## src/rtl/stkrm_pkg.sv

```systemverilog
// ----------------------------------------------------------------------------
// stkrm_pkg
// Shared widths, sizes and operation codes of the stack with search and remove.
// ----------------------------------------------------------------------------
package stkrm_pkg;

	// storage geometry
	localparam int DEPTH      = 16;
	localparam int DATA_WIDTH = 32;

	// derived widths
	localparam int IDX_W = (DEPTH > 1) ? $clog2(DEPTH) : 1;
	localparam int CNT_W = $clog2(DEPTH + 1);

	// transaction field widths
	localparam int OP_W    = 3;
	localparam int VALUE_W = 32;
	localparam int COUNT_W = 5;

	// operation codes
	localparam logic [OP_W-1:0] OP_PUSH     = 3'd0;
	localparam logic [OP_W-1:0] OP_POP      = 3'd1;
	localparam logic [OP_W-1:0] OP_CONTAINS = 3'd2;
	localparam logic [OP_W-1:0] OP_REMOVE   = 3'd3;
	localparam logic [OP_W-1:0] OP_CLEAR    = 3'd4;

endpackage

```

## src/rtl/stkrm_req_if.sv

```systemverilog
// ----------------------------------------------------------------------------
// stkrm_req_if
// Request channel: one operation and its value per transaction.
// ----------------------------------------------------------------------------
interface stkrm_req_if import stkrm_pkg::*; ();

	logic               valid;
	logic               ready;
	logic [OP_W-1:0]    operation;
	logic [VALUE_W-1:0] value;

	modport source (output valid, output operation, output value, input ready);
	modport sink   (input valid, input operation, input value, output ready);

endinterface

```

## src/rtl/stkrm_rsp_if.sv

```systemverilog
// ----------------------------------------------------------------------------
// stkrm_rsp_if
// Response channel: success flag and entry count per transaction.
// ----------------------------------------------------------------------------
interface stkrm_rsp_if import stkrm_pkg::*; ();

	logic               valid;
	logic               ready;
	logic               success;
	logic [COUNT_W-1:0] count;

	modport source (output valid, output success, output count, input ready);
	modport sink   (input valid, input success, input count, output ready);

endinterface

```

## src/rtl/stack_with_remove_by_value_unit.sv

```systemverilog
// ----------------------------------------------------------------------------
// stack_with_remove_by_value_unit
// Bounded stack with push, pop, contains, remove by value and clear.
// ----------------------------------------------------------------------------
// The entries live in a single-port-write, registered-read memory of DEPTH
// words; the count and the control state sit in flip-flops. Every request
// transaction yields exactly one response transaction. Push, pop, clear and
// unknown codes go from idle straight to the response state; the response
// is registered from there once the output register is free. Contains and
// remove walk the memory from the top down, one entry per cycle through the
// memory read port, visiting at most DEPTH entries; a successful remove
// then reads the top entry and copies it over the match. A new request is
// taken once the previous one has its response in the output register,
// even if that response has not yet been taken downstream; the block
// returns to idle in the same cycle that the response is registered.
module stack_with_remove_by_value_unit import stkrm_pkg::*; (
	input  logic         clk,
	input  logic         arst_n,
	stkrm_req_if.sink    req,
	stkrm_rsp_if.source  rsp
);

	localparam logic [1:0] ST_IDLE = 2'd0;
	localparam logic [1:0] ST_SCAN = 2'd1;
	localparam logic [1:0] ST_TOP  = 2'd2;
	localparam logic [1:0] ST_RESP = 2'd3;

	// entry storage
	logic [DATA_WIDTH-1:0] mem [DEPTH];
	logic [DATA_WIDTH-1:0] rdata_q;

	logic [1:0]            state_q, state_d;
	logic [CNT_W-1:0]      cnt_q, cnt_d;
	logic [IDX_W-1:0]      cur_q, cur_d;
	logic [DATA_WIDTH-1:0] val_q, val_d;
	logic                  is_remove_q, is_remove_d;
	logic                  res_q, res_d;

	logic                  rsp_valid_q;
	logic                  rsp_success_q;
	logic [COUNT_W-1:0]    rsp_count_q;

	logic                  mem_we;
	logic [IDX_W-1:0]      mem_waddr;
	logic [DATA_WIDTH-1:0] mem_wdata;
	logic                  mem_re;
	logic [IDX_W-1:0]      mem_raddr;

	logic                  rsp_free;
	logic                  accept;
	logic [IDX_W-1:0]      top_idx;
	logic [DATA_WIDTH-1:0] in_val;

	assign rsp_free  = !rsp_valid_q || rsp.ready;
	assign req.ready = (state_q == ST_IDLE);
	assign accept    = req.valid && req.ready;
	assign top_idx   = IDX_W'(cnt_q - CNT_W'(1));
	assign in_val    = DATA_WIDTH'(req.value);

	// control and memory access sequencing
	always_comb begin
		state_d     = state_q;
		cnt_d       = cnt_q;
		cur_d       = cur_q;
		val_d       = val_q;
		is_remove_d = is_remove_q;
		res_d       = res_q;
		mem_we      = 1'b0;
		mem_waddr   = cnt_q[IDX_W-1:0];
		mem_wdata   = in_val;
		mem_re      = 1'b0;
		mem_raddr   = top_idx;
		case (state_q)
			ST_IDLE: begin
				if (accept) begin
					val_d       = in_val;
					is_remove_d = (req.operation == OP_REMOVE);
					res_d       = 1'b0;
					state_d     = ST_RESP;
					case (req.operation)
						OP_PUSH: begin
							if (cnt_q < CNT_W'(DEPTH)) begin
								mem_we = 1'b1;
								cnt_d  = cnt_q + CNT_W'(1);
								res_d  = 1'b1;
							end
						end
						OP_POP: begin
							if (cnt_q != '0) begin
								cnt_d = cnt_q - CNT_W'(1);
								res_d = 1'b1;
							end
						end
						OP_CONTAINS, OP_REMOVE: begin
							if (cnt_q != '0) begin
								mem_re  = 1'b1;
								cur_d   = top_idx;
								state_d = ST_SCAN;
							end
						end
						OP_CLEAR: begin
							cnt_d = '0;
							res_d = 1'b1;
						end
						default: begin
							res_d = 1'b0;
						end
					endcase
				end
			end
			ST_SCAN: begin
				// rdata_q holds the entry at cur_q
				if (rdata_q == val_q) begin
					if (is_remove_q) begin
						mem_re  = 1'b1;
						state_d = ST_TOP;
					end else begin
						res_d   = 1'b1;
						state_d = ST_RESP;
					end
				end else if (cur_q == '0) begin
					res_d   = 1'b0;
					state_d = ST_RESP;
				end else begin
					mem_re    = 1'b1;
					mem_raddr = cur_q - IDX_W'(1);
					cur_d     = cur_q - IDX_W'(1);
				end
			end
			ST_TOP: begin
				// copy the top entry over the match, then drop the top
				mem_we    = 1'b1;
				mem_waddr = cur_q;
				mem_wdata = rdata_q;
				cnt_d     = cnt_q - CNT_W'(1);
				res_d     = 1'b1;
				state_d   = ST_RESP;
			end
			ST_RESP: begin
				if (rsp_free) begin
					state_d = ST_IDLE;
				end
			end
			default: begin
				state_d = ST_IDLE;
			end
		endcase
	end

	// entry memory, registered read
	always_ff @(posedge clk) begin
		if (mem_we) begin
			mem[mem_waddr] <= mem_wdata;
		end
		if (mem_re) begin
			rdata_q <= mem[mem_raddr];
		end
	end

	// control state
	always_ff @(posedge clk or negedge arst_n) begin
		if (!arst_n) begin
			state_q <= ST_IDLE;
			cnt_q   <= '0;
		end else begin
			state_q <= state_d;
			cnt_q   <= cnt_d;
		end
	end

	// per-operation payload
	always_ff @(posedge clk) begin
		cur_q       <= cur_d;
		val_q       <= val_d;
		is_remove_q <= is_remove_d;
		res_q       <= res_d;
	end

	// response output register
	always_ff @(posedge clk or negedge arst_n) begin
		if (!arst_n) begin
			rsp_valid_q <= 1'b0;
		end else if (state_q == ST_RESP && rsp_free) begin
			rsp_valid_q <= 1'b1;
		end else if (rsp.ready) begin
			rsp_valid_q <= 1'b0;
		end
	end

	always_ff @(posedge clk) begin
		if (state_q == ST_RESP && rsp_free) begin
			rsp_success_q <= res_q;
			rsp_count_q   <= COUNT_W'(cnt_q);
		end
	end

	assign rsp.valid   = rsp_valid_q;
	assign rsp.success = rsp_success_q;
	assign rsp.count   = rsp_count_q;

endmodule

```

## src/flat_wrapper.sv

```systemverilog
// flat-port wrapper written by rule: the top's interface ports become plain ports
module stack_with_remove_by_value_unit_flat import stkrm_pkg::*;
  (clk, arst_n, req_valid, req_operation, req_value, req_ready, rsp_valid, rsp_success, rsp_count, rsp_ready);
  stkrm_req_if req_i ();
  stkrm_rsp_if rsp_i ();
  input  logic clk;
  input  logic arst_n;
  input wire logic [$bits(req_i.valid)-1:0] req_valid;
  input wire logic [$bits(req_i.operation)-1:0] req_operation;
  input wire logic [$bits(req_i.value)-1:0] req_value;
  output wire logic [$bits(req_i.ready)-1:0] req_ready;
  output wire logic [$bits(rsp_i.valid)-1:0] rsp_valid;
  output wire logic [$bits(rsp_i.success)-1:0] rsp_success;
  output wire logic [$bits(rsp_i.count)-1:0] rsp_count;
  input wire logic [$bits(rsp_i.ready)-1:0] rsp_ready;
  assign req_i.valid = req_valid;
  assign req_i.operation = req_operation;
  assign req_i.value = req_value;
  assign req_ready = req_i.ready;
  assign rsp_valid = rsp_i.valid;
  assign rsp_success = rsp_i.success;
  assign rsp_count = rsp_i.count;
  assign rsp_i.ready = rsp_ready;
  stack_with_remove_by_value_unit u_core (.clk(clk), .arst_n(arst_n), .req(req_i), .rsp(rsp_i));
endmodule
```

## config.mk

```make
export PLATFORM = sky130hd
export DESIGN_NAME = stack_with_remove_by_value_unit_flat
export DESIGN_NICKNAME = d
export VERILOG_FILES = /design/src/rtl/stkrm_pkg.sv /design/src/rtl/stkrm_req_if.sv /design/src/rtl/stkrm_rsp_if.sv /design/src/rtl/stack_with_remove_by_value_unit.sv /design/src/flat_wrapper.sv
export SDC_FILE = /design/constraint.sdc
export NUM_CORES = 1
export LEC_CHECK = 0
export BUFFER_PORTS_ARGS = -buffer_cell sky130_fd_sc_hd__buf_2
export CAP_MARGIN = 5
export CORE_ASPECT_RATIO = 1.75
export CORE_MARGIN = 8
export CORE_UTILIZATION = 50
export CTS_BUF_LIST = sky130_fd_sc_hd__clkbuf_8
export DETAILED_ROUTE_END_ITERATION = 12
export GPL_ROUTABILITY_DRIVEN = 1
export PLACE_DENSITY = 0.69
export SYNTH_ARGS = -nofsm -noshare
export SYNTH_HDL_FRONTEND = slang
export SYNTH_SLANG_ARGS = --single-unit
```

## constraint.sdc

```tcl
create_clock -name clk -period 4.98 [get_ports clk]
set_input_delay 0.996 -clock clk [delete_from_list [all_inputs] [get_ports clk]]
set_output_delay 0.996 -clock clk [all_outputs]
set_load 0.02 [all_outputs]
```

==> flow_summary.yaml <==
outcome:
  outcome: "finished clean"
clock_tree:
  cts_hold_buf: 0
  clockBufferDepth: 3
  clk_latency_ns: 0.64
  htreeDepth: 3
  cts_buffers: 79
  tritoncts: "done"
  clk_pin_slew_ns: 0.07
  cts_root_buf: "clkbuf_8"
  numClockSinks: 596
  post-cts-setup-buffers: 0
  ctsResizeCount: 0
layout:
  final_layout_size_suffix_gt1_share_pct: 14.1
  area_growth_pct: 11.0
  layout.nets: 1837
  fillers: 3733
  finalNonFillerCells: 2446
pwr:
  p_comb_share_pct: 45.3
  switchingPower_mw: 8.31
  swShare_pct: 41.6
  p_per_area_mw_per_mm2: 752
  intPower_mw: 11.7
  p_leak_nw: 8.91
  seq_power_share_pct: 36.8
  p_clk_share_pct: 17.9
  max-vdd-ir-drop_uv: 601
global_route:
  grt_max_degree: 105
  grt_first_pass_wirelength_um: 90700
  antenna_found_initial: 1
  grt_pass1_vias: 14900
  overflow: 0
  grt.total_usage_pct: 21.7
flow_run:
  maxCapViolCount: 0
logic_synthesis:
  synth_top_area_share_pct: 73.7
  ys_ff_latch: 596
  syn-num-nets: 1768
  avgSynthCellArea_um2: 13.9
  yosys-top-cells-area: "edfxtp_1 (74%), nand2_1 (6.1%), a21oi_1 (4.3%)"
  yosysWarnings: 0
  netlist_instances: 1720
  async_flop_share_pct: 1.34
  synth_edf_count: 588
  synthFlopType: "edfxtp_1"
  synth_cell_types: 50
  syn_area_mm2: 0.0240
  seq_area_frac_synth_pct: 74.6
  yosys.area.top_type: "edfxtp_1"
floorplan:
  start_util_pct: 50.3
  die_w_um: 181
  die_y_um: 306
  rows: 106
  core_area_mm2: 0.0476
  dieArea_mm2: 0.0554
  ioPinCount: 47
place:
  dpl.hpwl_um: 35000
  place_congestion: 0.822
  dpl.cell_count: 2302
  numPortBuffers: 46
timing:
  fin_setup_tns_ns: 0
  finalClockSkew_ns: 0.0257
  setup_viol_count_final: 0
  tightest_slew_ns: 1.09
  slew_headroom_pct: 27.1
  rsz0062_at_grt: "no"
  period_minus_slack_ns: 3.91
  max_freq_ghz: 0.256
  hold_viol_final: 0
  finalCritPeriodShare_pct: 78.5
  final_max_slew_viol_count: 0
worst_setup_path:
  crit_fanout: 12
  cp.required_ns: 5.35
  cp_slowest_cell: "nor4_2"
  path_class: "flop to flop"
  crit_chain: "xnor2_1 -> nand4_1 -> nor4_2 -> and2_1 -> nor3_1 -> o2bb2ai_1 -> and2b_2 -> buf_4 -> a32oi_1 -> nand2_1"
  arrival_ns: 4.28
  end_kind: "flop"
  max_stage_delay_ns: 0.63
  critPathLaunchType: "flop"
routing:
  firstDrtPassIters: 7
  avgRoutedWirePerCell_um: 25.0
  avgViaCountPerCell: 6.04
  ant_nets: 0
  drt_iter0_drc: 1467
  dr_total_vias: 14800
  wirelength_um: 61100
  post-route-drc-count: 0
hold_path:
  holdCritPathClass: "input port to async pin"
-- registers in the layout, summed over array words and instances, names as in the netlist --
signal / count
u_core.cnt_q: 5
u_core.cur_q: 4
u_core.is_remove_q: 1
u_core.mem: 512
u_core.rdata_q: 32
u_core.res_q: 1
u_core.rsp.count: 5
u_core.rsp.success: 1
u_core.rsp.valid: 1
u_core.state_q: 2
u_core.val_q: 32
-- power by group through the flow --
stage	clock network (mW)	registers (mW)	logic [mW]
6_report	3.58	7.34	9.05
5_1_grt	3.82	7.39	9.85
4_1_cts	3.62	7.34	9.03
3_5_place_dp	0	7.44	8.99
3_3_place_gp	0	7.42	8.80
2_1_floorplan	0	7.35	6.18
-- metrics by stage --
step                hold WS, ns  power, mW  util (%)  worst slack (ns)  cell area (um2)
floorplan                 0.400       13.5         -             0.780            24000
global placement          0.409       16.2      52.6              1.09            25100
CTS                       0.161       20.0      55.8              1.04            26600
detailed placement        0.413       16.4      52.6              1.07            25100
global route              0.179       21.1      55.8             0.844            26600
finish                    0.194       20.0      55.8              1.07            26600
-- worst paths after layout --
| check | start | to | slack (ns) | cells after the start |
|---|---|---|---|---|
| hold reg to reg | u_core.res_q | u_core.rsp.success | 0.43 | 0 |
| min in group clk | u_core.res_q | u_core.rsp.success | 0.43 | 0 |
| max in group asynchronous | arst_n | u_core.rsp.valid | 4.60 | 1 |
| setup / recovery | u_core.rdata_q[3] | u_core.rdata_q[26] | 1.07 | 10 |
| setup reg to reg | u_core.rdata_q[3] | u_core.rdata_q[26] | 1.07 | 10 |
| hold / removal | arst_n | u_core.cnt_q[3] | 0.19 | 1 |
-- cells in the final DEF, fill, tap and decap left out, types with 3 or more instances in the layout --
cell type,instances
a21oi_1,207
clkinv_2,10
bufinv_16,5
xnor2_1,36
nor3_1,10
a22oi_1,106
and2_1,3
mux2i_1,4
nor3b_1,3
ha_1,8
buf_2,46
mux2i_4,3
a32oi_1,33
nand3_1,87
inv_1,30
nand4_1,9
nor2_1,12
buf_12,11
mux2_2,32
clkinvlp_4,4
nor2_4,17
a31oi_1,7
edfxtp_1,588
o21ai_0,13
nand2_1,388
clkbuf_8,82
dfrtp_1,8
clkinv_1,23
buf_4,38
-- cells in the mapped netlist, types with 2 or more instances --
library cell and number:
edfxtp_1 588, nand2_1 388, a21oi_1 207, a22oi_1 106, nand3_1 87, buf_2 65, xnor2_1 36, a32oi_1 33
mux2_2 32, nor2_1 29, clkbuf_1 28, o21ai_0 13, inv_1 12, nor3_1 10, ha_1 9, nand4_1 9
dfrtp_1 8, a31oi_1 7, buf_6 6, and2_1 5, buf_1 5, mux2i_1 4, buf_4 3, nor3b_1 3
mux2i_4 2
-- layer usage --
| metal | share of wire [%] | vias to the layer above | track usage [%] |
|---|---|---|---|
| met5 | 0 | - | 0 |
| met4 | 3.5 | 0 | 9.22 |
| met3 | 6.4 | 122 | 3.25 |
| met2 | 53 | 611 | 39.2 |
| met1 | 37 | 7439 | 25.5 |
| li1 | - | 6592 | - |
-- cell type report --
| class | count | area [um2] | share of cell area (%) |
|---|---|---|---|
| clock inverters | 61 | 393 | 1.48 |
| clock buffers | 82 | 1130 | 4.25 |
| multi-input cells | 1005 | 5670 | 21.3 |
| well taps | 594 | 743 | 2.80 |
| inverters | 12 | 45.0 | 0.169 |
| repair buffers | 95 | 736 | 2.77 |
| flip-flops and latches | 596 | 17900 | 67.2 |
| diodes | 1 | 2.50 | 0.00942 |
-- worst max-delay path, delay by kind of cell, from the launching register on --
family	cells	cell delay [ns]
flops	1	0.46
compound gates	2	0.63
simple gates	6	1.88
buf+inv	1	0.27
xor+xnor	1	0.39
-- cell families after synthesis --
| group | count (synthesis) | synth area share, % |
|---|---|---|
| DFF | 596 | 74.6 |
| AOI/OAI and AO/OA | 380 | 9.83 |
| adders and majority gates | 9 | 0.470 |
| xor gates and xnor gates | 37 | 1.35 |
| buffers and inverters | 119 | 2.44 |
| muxes | 40 | 1.98 |
| and+or+nand+nor | 539 | 9.38 |
(Power assumes the default switching activity.)
